===== src/hw/rtl/assert_macros.svh =====
// assertion helpers used by the rtl
`ifndef ASSERT_MACROS_SVH
`define ASSERT_MACROS_SVH

// property that must hold at every rising clock edge outside reset
`define ASSERT_PROP(lbl, clk, rst_n, prop, msg) \
  lbl: assert property (@(posedge clk) disable iff (!rst_n) prop) else $error(msg);

// expression that must never be true outside reset
`define ASSERT_NEVER(lbl, clk, rst_n, expr, msg) \
  lbl: assert property (@(posedge clk) disable iff (!rst_n) !(expr)) else $error(msg);

`endif


===== src/hw/rtl/alc_pkg.sv =====
`default_nettype none

package alc_pkg;

  // field widths
  localparam int CNT_W    = 16;
  localparam int CODE_W   = 3;
  localparam int GT_W     = 2 * CODE_W;
  localparam int LUX_W    = 26;
  localparam int REGION_W = 3;

  // ratio compare: 100 * ch1 against k * (ch0 + ch1)
  localparam int RATIO_W = CNT_W + 8;
  localparam logic [RATIO_W-1:0] RATIO_SCALE = RATIO_W'(100);
  localparam logic [RATIO_W-1:0] RATIO_LOW   = RATIO_W'(45);
  localparam logic [RATIO_W-1:0] RATIO_MID   = RATIO_W'(64);
  localparam logic [RATIO_W-1:0] RATIO_HIGH  = RATIO_W'(85);

  // region codes
  localparam logic [REGION_W-1:0] REGION_INVALID = 3'd0;
  localparam logic [REGION_W-1:0] REGION_LOW     = 3'd1;
  localparam logic [REGION_W-1:0] REGION_MID     = 3'd2;
  localparam logic [REGION_W-1:0] REGION_HIGH    = 3'd3;
  localparam logic [REGION_W-1:0] REGION_OUT     = 3'd4;

  localparam logic [LUX_W-1:0] LUX_MAX = {LUX_W{1'b1}};

endpackage

`default_nettype wire


===== src/hw/rtl/alc_front.sv =====
`default_nettype none

// stages 1-3: region classify, coefficient multiply, combine and scale
module alc_front #(
  parameter int COEF_FRAC_BITS = 12,
  parameter int Q_W            = 28
) (
  input  wire logic                         clk_i,
  input  wire logic                         rst_ni,
  input  wire logic                         en_i,
  input  wire logic                         valid_i,
  input  wire logic [alc_pkg::CNT_W-1:0]    ch0_count_i,
  input  wire logic [alc_pkg::CNT_W-1:0]    ch1_count_i,
  input  wire logic [alc_pkg::CODE_W-1:0]   gain_code_i,
  input  wire logic [alc_pkg::CODE_W-1:0]   int_code_i,
  output logic                              valid_o,
  output logic [Q_W-1:0]                    quot_num_o,
  output logic [alc_pkg::GT_W-1:0]          divisor_o,
  output logic [alc_pkg::REGION_W-1:0]      region_o
);
  import alc_pkg::*;

  localparam int COEF_W = COEF_FRAC_BITS + 3;
  localparam int PROD_W = COEF_W + CNT_W;
  localparam int SUM_W  = PROD_W + 1;
  localparam int SHIFT  = COEF_FRAC_BITS - 8;

  // coefficients rounded half up into the fraction format
  localparam longint unsigned SCALE = 64'd1 << COEF_FRAC_BITS;
  localparam logic [COEF_W-1:0] K_LOW_A  = COEF_W'((64'd17743 * SCALE + 64'd5000) / 64'd10000);
  localparam logic [COEF_W-1:0] K_LOW_B  = COEF_W'((64'd11059 * SCALE + 64'd5000) / 64'd10000);
  localparam logic [COEF_W-1:0] K_MID_A  = COEF_W'((64'd42785 * SCALE + 64'd5000) / 64'd10000);
  localparam logic [COEF_W-1:0] K_MID_B  = COEF_W'((64'd19548 * SCALE + 64'd5000) / 64'd10000);
  localparam logic [COEF_W-1:0] K_HIGH_A = COEF_W'((64'd5926 * SCALE + 64'd5000) / 64'd10000);
  localparam logic [COEF_W-1:0] K_HIGH_B = COEF_W'((64'd1185 * SCALE + 64'd5000) / 64'd10000);

  // stage 1 signals
  logic [CNT_W:0]        sum_cnt;
  logic [RATIO_W-1:0]    b_scaled, s_low, s_mid, s_high;
  logic                  invalid;
  logic [REGION_W-1:0]   region_d;
  logic [GT_W-1:0]       gt_d;
  logic                  s1_valid_q;
  logic [CNT_W-1:0]      s1_a_q, s1_b_q;
  logic [GT_W-1:0]       s1_gt_q;
  logic [REGION_W-1:0]   s1_region_q;

  // stage 2 signals
  logic [COEF_W-1:0]     k0, k1;
  logic                  k1_neg;
  logic [PROD_W-1:0]     p0_d, p1_d;
  logic                  s2_valid_q;
  logic [PROD_W-1:0]     s2_p0_q, s2_p1_q;
  logic                  s2_neg_q;
  logic [GT_W-1:0]       s2_gt_q;
  logic [REGION_W-1:0]   s2_region_q;

  // stage 3 signals
  logic [SUM_W-1:0]      sum_d;
  logic                  s3_valid_q;
  logic [Q_W-1:0]        s3_q_q;
  logic [GT_W-1:0]       s3_gt_q;
  logic [REGION_W-1:0]   s3_region_q;

  // region classify by cross-multiplication
  always_comb begin
    sum_cnt  = {1'b0, ch0_count_i} + {1'b0, ch1_count_i};
    b_scaled = RATIO_W'(ch1_count_i) * RATIO_SCALE;
    s_low    = RATIO_W'(sum_cnt) * RATIO_LOW;
    s_mid    = RATIO_W'(sum_cnt) * RATIO_MID;
    s_high   = RATIO_W'(sum_cnt) * RATIO_HIGH;
    invalid  = (gain_code_i == '0) || (int_code_i == '0) || (sum_cnt == '0);
    if (invalid) begin
      region_d = REGION_INVALID;
    end else if (b_scaled < s_low) begin
      region_d = REGION_LOW;
    end else if (b_scaled < s_mid) begin
      region_d = REGION_MID;
    end else if (b_scaled < s_high) begin
      region_d = REGION_HIGH;
    end else begin
      region_d = REGION_OUT;
    end
    // divisor is forced to one for invalid beats so the divider stays sane
    gt_d = invalid ? GT_W'(1) : GT_W'(gain_code_i) * GT_W'(int_code_i);
  end

  // coefficient select and multiply
  always_comb begin
    case (s1_region_q)
      REGION_LOW: begin
        k0 = K_LOW_A;  k1 = K_LOW_B;  k1_neg = 1'b0;
      end
      REGION_MID: begin
        k0 = K_MID_A;  k1 = K_MID_B;  k1_neg = 1'b1;
      end
      REGION_HIGH: begin
        k0 = K_HIGH_A; k1 = K_HIGH_B; k1_neg = 1'b0;
      end
      default: begin
        k0 = '0;       k1 = '0;       k1_neg = 1'b0;
      end
    endcase
    p0_d = PROD_W'(k0) * PROD_W'(s1_a_q);
    p1_d = PROD_W'(k1) * PROD_W'(s1_b_q);
  end

  // combine products, clamp negative at zero
  always_comb begin
    if (s2_neg_q) begin
      sum_d = (s2_p0_q >= s2_p1_q) ? SUM_W'(s2_p0_q - s2_p1_q) : '0;
    end else begin
      sum_d = SUM_W'(s2_p0_q) + SUM_W'(s2_p1_q);
    end
  end

  // valid bits
  always_ff @(posedge clk_i or negedge rst_ni) begin
    if (!rst_ni) begin
      s1_valid_q <= 1'b0;
      s2_valid_q <= 1'b0;
      s3_valid_q <= 1'b0;
    end else if (en_i) begin
      s1_valid_q <= valid_i;
      s2_valid_q <= s1_valid_q;
      s3_valid_q <= s2_valid_q;
    end
  end

  // payload registers
  always_ff @(posedge clk_i) begin
    if (en_i) begin
      s1_a_q      <= ch0_count_i;
      s1_b_q      <= ch1_count_i;
      s1_gt_q     <= gt_d;
      s1_region_q <= region_d;
      s2_p0_q     <= p0_d;
      s2_p1_q     <= p1_d;
      s2_neg_q    <= k1_neg;
      s2_gt_q     <= s1_gt_q;
      s2_region_q <= s1_region_q;
      s3_q_q      <= sum_d[SUM_W-1:SHIFT];
      s3_gt_q     <= s2_gt_q;
      s3_region_q <= s2_region_q;
    end
  end

  assign valid_o    = s3_valid_q;
  assign quot_num_o = s3_q_q;
  assign divisor_o  = s3_gt_q;
  assign region_o   = s3_region_q;

endmodule

`default_nettype wire


===== src/hw/rtl/alc_div.sv =====
`default_nettype none

// pipelined restoring divider, BPS quotient bits per stage
module alc_div #(
  parameter int NUM_W = 28,
  parameter int BPS   = 4
) (
  input  wire logic                          clk_i,
  input  wire logic                          rst_ni,
  input  wire logic                          en_i,
  input  wire logic                          valid_i,
  input  wire logic [NUM_W-1:0]              num_i,
  input  wire logic [alc_pkg::GT_W-1:0]      divisor_i,
  input  wire logic [alc_pkg::REGION_W-1:0]  region_i,
  output logic                               valid_o,
  output logic [NUM_W-1:0]                   quot_o,
  output logic [alc_pkg::REGION_W-1:0]       region_o
);
  import alc_pkg::*;

  localparam int STAGES = (NUM_W + BPS - 1) / BPS;
  localparam int PAD_W  = STAGES * BPS;

  logic                vld_q    [STAGES];
  logic [PAD_W-1:0]    num_q    [STAGES];
  logic [PAD_W-1:0]    quo_q    [STAGES];
  logic [GT_W-1:0]     rem_q    [STAGES];
  logic [GT_W-1:0]     div_q    [STAGES];
  logic [REGION_W-1:0] region_q [STAGES];

  for (genvar s = 0; s < STAGES; s++) begin : g_stage
    logic                vld_in;
    logic [PAD_W-1:0]    num_in, quo_in, num_d, quo_d;
    logic [GT_W-1:0]     rem_in, div_in, rem_d;
    logic [REGION_W-1:0] region_in;

    // stage inputs
    if (s == 0) begin : g_first
      assign vld_in    = valid_i;
      assign num_in    = PAD_W'(num_i);
      assign quo_in    = '0;
      assign rem_in    = '0;
      assign div_in    = divisor_i;
      assign region_in = region_i;
    end else begin : g_next
      assign vld_in    = vld_q[s-1];
      assign num_in    = num_q[s-1];
      assign quo_in    = quo_q[s-1];
      assign rem_in    = rem_q[s-1];
      assign div_in    = div_q[s-1];
      assign region_in = region_q[s-1];
    end

    // shift-subtract steps
    always_comb begin
      logic [GT_W:0] trial;
      rem_d = rem_in;
      num_d = num_in;
      quo_d = quo_in;
      for (int j = 0; j < BPS; j++) begin
        trial = {rem_d, num_d[PAD_W-1]};
        num_d = {num_d[PAD_W-2:0], 1'b0};
        if (trial >= {1'b0, div_in}) begin
          rem_d = GT_W'(trial - {1'b0, div_in});
          quo_d = {quo_d[PAD_W-2:0], 1'b1};
        end else begin
          rem_d = trial[GT_W-1:0];
          quo_d = {quo_d[PAD_W-2:0], 1'b0};
        end
      end
    end

    // stage valid bit
    always_ff @(posedge clk_i or negedge rst_ni) begin
      if (!rst_ni) begin
        vld_q[s] <= 1'b0;
      end else if (en_i) begin
        vld_q[s] <= vld_in;
      end
    end

    // stage payload
    always_ff @(posedge clk_i) begin
      if (en_i) begin
        num_q[s]    <= num_d;
        quo_q[s]    <= quo_d;
        rem_q[s]    <= rem_d;
        div_q[s]    <= div_in;
        region_q[s] <= region_in;
      end
    end
  end

  assign valid_o  = vld_q[STAGES-1];
  assign quot_o   = quo_q[STAGES-1][NUM_W-1:0];
  assign region_o = region_q[STAGES-1];

endmodule

`default_nettype wire


===== src/hw/rtl/ambient_light_lux_calc.sv =====
`default_nettype none

// channel  direction  handshake               payload
// in       input      in_valid_i / in_stall_o   ch0_count_i, ch1_count_i, gain_code_i, int_code_i
// out      output     out_valid_o / out_stall_i lux_q8_o, region_o
//
// one beat accepted per cycle unless the output beat is stalled; each beat passes
// through 3 front stages, 7 divider stages of 4 quotient bits and 1 output register
// the divider holds most of the stages; throughput is one beat per clock while not stalled
// a stalled output beat freezes the whole pipeline; in_stall_o follows it
// reset clears the valid bits only, no clearing pass
module ambient_light_lux_calc #(
  parameter int COEF_FRAC_BITS = 12
) (
  input  wire logic                         clk_i,
  input  wire logic                         rst_ni,
  input  wire logic                         in_valid_i,
  output logic                              in_stall_o,
  input  wire logic [alc_pkg::CNT_W-1:0]    ch0_count_i,
  input  wire logic [alc_pkg::CNT_W-1:0]    ch1_count_i,
  input  wire logic [alc_pkg::CODE_W-1:0]   gain_code_i,
  input  wire logic [alc_pkg::CODE_W-1:0]   int_code_i,
  output logic                              out_valid_o,
  input  wire logic                         out_stall_i,
  output logic [alc_pkg::LUX_W-1:0]         lux_q8_o,
  output logic [alc_pkg::REGION_W-1:0]      region_o
);
  import alc_pkg::*;

  `include "assert_macros.svh"

  localparam int COEF_W = COEF_FRAC_BITS + 3;
  localparam int SUM_W  = COEF_W + CNT_W + 1;
  localparam int Q_W    = SUM_W - (COEF_FRAC_BITS - 8);

  logic                en;
  logic                fr_valid;
  logic [Q_W-1:0]      fr_num;
  logic [GT_W-1:0]     fr_div;
  logic [REGION_W-1:0] fr_region;
  logic                dv_valid;
  logic [Q_W-1:0]      dv_quot;
  logic [REGION_W-1:0] dv_region;
  logic [LUX_W-1:0]    lux_d;
  logic                out_valid_q;
  logic [LUX_W-1:0]    lux_q;
  logic [REGION_W-1:0] region_q;

  // pipeline advances unless the output beat is held
  assign en         = !(out_valid_q && out_stall_i);
  assign in_stall_o = !en;

  alc_front #(
    .COEF_FRAC_BITS (COEF_FRAC_BITS),
    .Q_W            (Q_W)
  ) u_front (
    .clk_i       (clk_i),
    .rst_ni      (rst_ni),
    .en_i        (en),
    .valid_i     (in_valid_i),
    .ch0_count_i (ch0_count_i),
    .ch1_count_i (ch1_count_i),
    .gain_code_i (gain_code_i),
    .int_code_i  (int_code_i),
    .valid_o     (fr_valid),
    .quot_num_o  (fr_num),
    .divisor_o   (fr_div),
    .region_o    (fr_region)
  );

  alc_div #(
    .NUM_W (Q_W),
    .BPS   (4)
  ) u_div (
    .clk_i     (clk_i),
    .rst_ni    (rst_ni),
    .en_i      (en),
    .valid_i   (fr_valid),
    .num_i     (fr_num),
    .divisor_i (fr_div),
    .region_i  (fr_region),
    .valid_o   (dv_valid),
    .quot_o    (dv_quot),
    .region_o  (dv_region)
  );

  // saturate quotient to the output range
  always_comb begin
    if (dv_quot > Q_W'(LUX_MAX)) begin
      lux_d = LUX_MAX;
    end else begin
      lux_d = dv_quot[LUX_W-1:0];
    end
  end

  // output register
  always_ff @(posedge clk_i or negedge rst_ni) begin
    if (!rst_ni) begin
      out_valid_q <= 1'b0;
    end else if (en) begin
      out_valid_q <= dv_valid;
    end
  end

  always_ff @(posedge clk_i) begin
    if (en) begin
      lux_q    <= lux_d;
      region_q <= dv_region;
    end
  end

  assign out_valid_o = out_valid_q;
  assign lux_q8_o    = lux_q;
  assign region_o    = region_q;

  // checks
  `ASSERT_PROP(a_zero_lux_outside, clk_i, rst_ni, out_valid_o && (region_o == REGION_INVALID || region_o == REGION_OUT) |-> lux_q8_o == '0, "nonzero lux for invalid or out of range beat")
  `ASSERT_NEVER(a_bad_region, clk_i, rst_ni, out_valid_o && region_o > REGION_OUT, "region code out of range")
  `ASSERT_PROP(a_out_from_div, clk_i, rst_ni, $rose(out_valid_o) |-> $past(dv_valid), "output beat without divider beat")

endmodule

`default_nettype wire

===== config.mk =====
export PLATFORM = sky130hd
export DESIGN_NAME = ambient_light_lux_calc
export DESIGN_NICKNAME = d
export VERILOG_FILES = /design/src/hw/rtl/alc_pkg.sv /design/src/hw/rtl/alc_front.sv /design/src/hw/rtl/alc_div.sv /design/src/hw/rtl/ambient_light_lux_calc.sv
export VERILOG_INCLUDE_DIRS = /design/src /design/src/hw/rtl
export SDC_FILE = /design/constraint.sdc
export NUM_CORES = 2
export LEC_CHECK = 0
export ABC_AREA = 1
export BUFFER_PORTS_ARGS = -buffer_cell sky130_fd_sc_hd__buf_4
export CORE_UTILIZATION = 48
export CTS_CLUSTER_DIAMETER = 50
export CTS_CLUSTER_SIZE = 30
export DETAILED_ROUTE_END_ITERATION = 12
export PLACE_DENSITY = 0.64
export SYNTH_ARGS = -nofsm -noshare
export SYNTH_HDL_FRONTEND = slang
export SYNTH_SLANG_ARGS = --single-unit

===== constraint.sdc =====
create_clock -name clk_i -period 16.1 [get_ports clk_i]
set_input_delay 1.61 -clock clk_i [delete_from_list [all_inputs] [get_ports clk_i]]
set_output_delay 1.61 -clock clk_i [all_outputs]
set_load 0.005 [all_outputs]

Word level (Yosys, flattened, before mapping)
Memories as Yosys holds them, arrays and structs flattened. A register that Yosys moved wholly into a read port is not among the register bits.
Index checks and enable logic that the tools add are counted.

storage, ports and cells
  flip-flop bits (word level) = 187
  RAM bits = 469
  input port bits = 42
  output and inout port bits = 31
  logic and storage cells = 178
  memories kept = 5

operators by class
  add/subtract/negate cells = 31
  multiply operators = 6
  magnitude comparators = 33
  equal/unequal tests = 3
  mux-type cells = 65
  reduce and logical (&&, ||, !) cells = 9

memories
  name            depth  width  read ports  clocked after memory_dff  write ports  line           text
  u_div.quo_q     7      28     7           0                         7            alc_div.sv:26  logic [PAD_W-1:0] quo_q [STAGES];
  u_div.num_q     7      24     6           0                         7            alc_div.sv:25  logic [PAD_W-1:0] num_q [STAGES];
  u_div.div_q     7      6      6           0                         7            alc_div.sv:28  logic [GT_W-1:0] div_q [STAGES];
  u_div.rem_q     7      6      6           0                         7            alc_div.sv:27  logic [GT_W-1:0] rem_q [STAGES];
  u_div.region_q  7      3      7           1                         7            alc_div.sv:29  logic [REGION_W-1:0] region_q [STAGES];

operator list
  kind                                                                    number
  7-bit by 6-bit >= comparator with 1-bit output                          27
  6-bit 2-to-1 mux                                                        28
  6-bit subtractor                                                        27
  32-bit 2-to-1 mux                                                       2
  23-bit < comparator                                                     2
  15-bit case mux with 3 select lines                                     1
  13-bit case mux with 3 select lines                                     1
  31-bit by 31-bit adder with 32-bit output                               1
  31-bit by 31-bit subtractor with 32-bit output                          1
  31-bit >= comparator                                                    1
  15-bit by 16-bit multiplier with 31-bit output                          1
  1-bit 2-to-1 mux                                                        31
  13-bit by 16-bit multiplier with 29-bit output                          1
  28-bit by 26-bit > comparator with 1-bit output, second input constant  1
  23-bit by 24-bit < comparator with 1-bit output                         1
  17-bit by 7-bit multiplier with 24-bit output, second input constant    1
  17-bit by 6-bit multiplier with 23-bit output, second input constant    1
  16-bit by 5-bit multiplier with 21-bit output, second input constant    1
  16-bit by 16-bit adder with 17-bit output                               1
  17-bit logical NOT                                                      1
  3-bit by 2-bit == test with 1-bit output, second input constant         2
  1-bit by 6-bit >= comparator with 1-bit output                          1
  3-bit logical NOT                                                       2
  3-bit by 3-bit multiplier with 6-bit output                             1
  9 further kinds                                                         10

Longest topological paths before layout
An unclocked memory read counts as a cell.

  depth in word-level cells = 9
  gate-level depth with buffers = 48
  depth with buffers taken out = 47

Modules after synthesis
Synthesis repeated with hierarchy kept, for this count alone.

unflattened totals
  cells, all modules = 5341
  area, all modules = 48509.0 um^2

by module, submodules not included
  module                  times used  cells each  area an instance (um^2)  sequential area each (um^2)
  alc_front               1           3450        29105.4                  4579.4
  alc_div                 1           1802        18261.3                  8853.5
  ambient_light_lux_calc  1           89          1142.3                   895.9

Least setup slack after synthesis
OpenSTA, ideal clock, no wires.

  path kind = input to register
  start point = input port out_stall_i
  end point = register u_div.vld_q (netlist bit u_div.g_stage[2].vld_in)
  library setup time = 0.710 ns
  arrival time = 14.847 ns
  required time = 15.390 ns
  setup slack = 0.543 ns
  stages on the path = 3
  buffers on the path = 1
  path through = nand2_1 -> clkbuf_1 -> o21ai_0

on the way
  longest elaborated chain between the ends = 1

RTL lines
  what                           line                          text
  start, declared                ambient_light_lux_calc.sv:24  input wire logic out_stall_i,
  1-bit logical AND              ambient_light_lux_calc.sv:50  assign en = !(out_valid_q && out_stall_i);
  end signal, assigned by index  alc_div.sv:78                 vld_q[s] <= vld_in;
  end, declared                  alc_div.sv:24                 logic vld_q [STAGES];

No other way between the ends.
A chain may end at the register's enable or synchronous reset.

Final worst setup path
  start point = register u_front.s1_region_q[1]
  end point = register u_front.s2_p0_q[22] (data pin)

on the way
  longest elaborated chain between the ends = 3
  elaborated cells between the ends (all ways) = 5
  those cells by class = mul (1); eq/ne (3); mux (1)

RTL lines
  what                                                                                                  line              text
  start, declared                                                                                       alc_front.sv:46   logic [REGION_W-1:0] s1_region_q;
  start signal, assigned                                                                                alc_front.sv:136  s1_region_q <= region_d;
  3-bit by 2-bit == test with 1-bit output or 3-bit by 1-bit == test with 1-bit output (tied branches)  alc_front.sv:90   case (s1_region_q)
  15-bit case mux with 3 select lines (*)                                                               alc_front.sv:90
  15-bit by 16-bit multiplier with 31-bit output (*)                                                    alc_front.sv:104  p0_d = PROD_W'(k0) * PROD_W'(s1_a_q);
  net u_front.p0_d[22]                                                                                  alc_front.sv:51   logic [PROD_W-1:0] p0_d, p1_d;
  end signal, assigned                                                                                  alc_front.sv:137  s2_p0_q <= p0_d;
  end, declared                                                                                         alc_front.sv:53   logic [PROD_W-1:0] s2_p0_q, s2_p1_q;

The timed path passes the listed nets; every way through them passes the cells marked *.

==> metrics.txt <==
Worst Hold Class=flip-flop to flip-flop; Synth Warn #=0; Synth Register Bits=477; Detailed Place HPWL=88170 µm; Critical Path AT=8420 ps; final worst slack=7988 ps; largest net degree at the start of global routing=174; root buffer cell=clkbuf_16; GRT overflow=0; most frequent cells in the layout=1071 x inv_1, 741 x nand2_1, 659 x ha_1; commonest non-fill, non-tap cell in the layout=inv_1; Hold Fails Final Rpt=0; post-DR wirelength/cell=16.40 µm; initial core utilization=0.4867; normalized max-slew margin=0.3234; Vias/cell=5.155; Distinct cells, synth=64; total placed cells including tap cells=6342; f_max=123.3 MHz; DIE WIDTH=313.1 µm; # H-tree levels=2; post_cts resized=0; placer congestion estimate=0.9391; DRC=0; CP max-delay cell=edfxtp_1; Detail Route Antenna Nets=0; DRT iter0 DRCs=1896; Max Fanout on Critical Path=33; pre-CTS WS=7702 ps; total CTS buffers=51; ys async rst share=0.02306; Syn Nets=6098; hold buffers post-CTS=0; setup_tns=0 ps; Total GRT Usage=0.2177; Syn Area/Cell=9.222 µm²; number of global-route vias before repair=33300; Startpoint Class=flip-flop; CORE AREA=0.09544 mm²; Mapped Cells=5037; Final nets=6191; Crit path largest cell delay=600 ps; Crit path max-delay family=adder cells; Post-synth EDFFs=466; clock skew=77.56 ps; Post-CTS Setup Inserts=0; Top FF cell, synth=edfxtp_1; clock sink count=477; antenna violations before repair=0; Buf/Inv on CP=9; std cell rows=113; height of the die=313.1 µm; critical path capture point type=flip-flop; crit share post-route=0.5038; sequential-to-total area share from yosys stat=0.3072; fin. max-slew vios=0; Max clock buf depth=3; Final setup viols=0; Die ar.=0.09802 mm²; status=finished clean; CTS tree=done; synthesized cell area=0.04645 mm²; first-pass GRT wire length=171500 µm; DRT Wirelength=105600 µm; share of layout cells above drive strength 1=0.05471; max_cap viols=0; drt pass-1 iters=5; Worst Path Required=16410 ps; Final Critical Period=8112 ps; non-filler instance count after layout=6439; Area growth syn-to-layout=8.511%; clock latency on the worst-skew pair=650 ps; I/O pins=73; PortBufs=72; vias post-DR=33190; clock slew at reported path FFs=90 ps; critical path class=flip-flop to flip-flop; RSZ-0062 raised after global routing=no; worst-margin pin slew=1015 ps
==> kinds of logic (layout without fill, tap and decap cells) <==
group | count (synthesis) | in the layout | synth area share
adder cells (fa/ha/maj) | 1019 | 1019 | 0.3327
AO/OA/AOI/OAI | 736 | 736 | 0.09320
buffers and inverters | 1124 | 1260 | 0.09139
other | 0 | 1 | 0
flip-flops | 477 | 477 | 0.3072
AND/OR/NAND/NOR | 1450 | 1450 | 0.1320
XOR/XNOR | 231 | 231 | 0.04355
==> synthesized netlist by cell type (all sizes together), types with 14 or more instances <==
cell	instances	area [µm²]
inv	1079	4050
nand2	758	2920
ha	659	8245
edfxtp	466	13990
nor2	377	1418
fa	360	7207
a21oi	340	1818
o21ai	255	1329
nand3	195	1056
xor2	144	1261
xnor2	87	762.0
nand4	42	269.0
nor3	38	190.2
o21bai	31	240.2
clkbuf	26	97.59
a21o	21	157.7
buf	18	93.84
o21a	18	135.1
a21boi	14	172.7
==> sequential cells by signal (all words and copies together), names as in the netlist, 6 cells and up <==
name                  count
u_front.s1_b_q           16
u_div.quo_q             112
lux_q8_o                 26
u_front.s1_a_q           16
u_div.region_q           21
u_div.rem_q              36
u_front.s1_gt_q           6
u_div.div_q              36
u_front.quot_num_o       28
u_front.divisor_o         6
u_front.s2_p1_q          29
u_div.g_stage.vld_in      6
u_front.s2_gt_q           6
u_front.s2_p0_q          31
u_div.num_q              84
==> worst reg2reg max path: cells and delay by family (launching register included) <==
| family | cells | cell delay [ps] |
|---|---|---|
| adders and majority gates | 7 | 3430 |
| AOI/OAI and AO/OA | 4 | 920 |
| and+or+nand+nor | 6 | 850 |
| buffers and inverters | 9 | 1780 |
| DFF | 1 | 600 |
| xor gates and xnor gates | 1 | 180 |
==> layout make-up <==
| cell class | count | area [µm²] |
|---|---|---|
| antenna | 1 | 2.502 |
| clock buffer | 54 | 1309 |
| clock inverter | 42 | 590.6 |
| fill | 8749 | 45030 |
| inverter | 1080 | 4054 |
| multi-input combinational | 3436 | 27960 |
| sequential | 477 | 14270 |
| tap | 1265 | 1583 |
| timing repair buffer | 84 | 643.1 |
==> through the flow <==
step,utilization,instance area (µm²),hold WS [ps]
3_3_place_gp,0.5082,48500,400.8
4_1_cts,0.5281,50400,363.5
6_report,0.5282,50410,368.5
5_1_grt,0.5281,50400,374.7
3_5_place_dp,0.5082,48500,404.5
2_1_floorplan,-,46450,400.3
==> metal layers <==
| layer | global-route usage | share of wire | wire length, µm |
|---|---|---|---|
| met5 | 0 | 0 | 0 |
| met4 | 0.06231 | 0.027 | 2886 |
| met3 | 0.01886 | 0.036 | 3752 |
| met2 | 0.3837 | 0.49 | 51530 |
| met1 | 0.2850 | 0.45 | 47420 |
==> worst paths after layout <==
| check | startpoint | to | slack, ps | cells past startpoint |
|---|---|---|---|---|
| worst max-delay path | u_front.s1_region_q[1]$_SDFFCE_PP0N_ | u_front.s2_p0_q[22]$_DFFE_PN_ | 7990 | 27 |
| worst min-delay path | u_div.region_q[5][0]$_DFFE_PN_ | u_div.region_q[6][0]$_DFFE_PN_ | 370 | 0 |
| worst max register to register | u_front.s1_region_q[1]$_SDFFCE_PP0N_ | u_front.s2_p0_q[22]$_DFFE_PN_ | 7990 | 27 |
| worst min register to register | u_div.region_q[5][0]$_DFFE_PN_ | u_div.region_q[6][0]$_DFFE_PN_ | 370 | 0 |
| max in group asynchronous | rst_ni | u_div.g_stage[5].vld_in$_DFFE_PN0N_ | 15150 | 1 |
| min in group asynchronous | rst_ni | u_front.valid_o$_DFFE_PN0N_ | 800 | 1 |
Power is left out: the tool's default activity adds up to more than one toggle a clock period on the data nets, which glitch-free logic cannot reach.
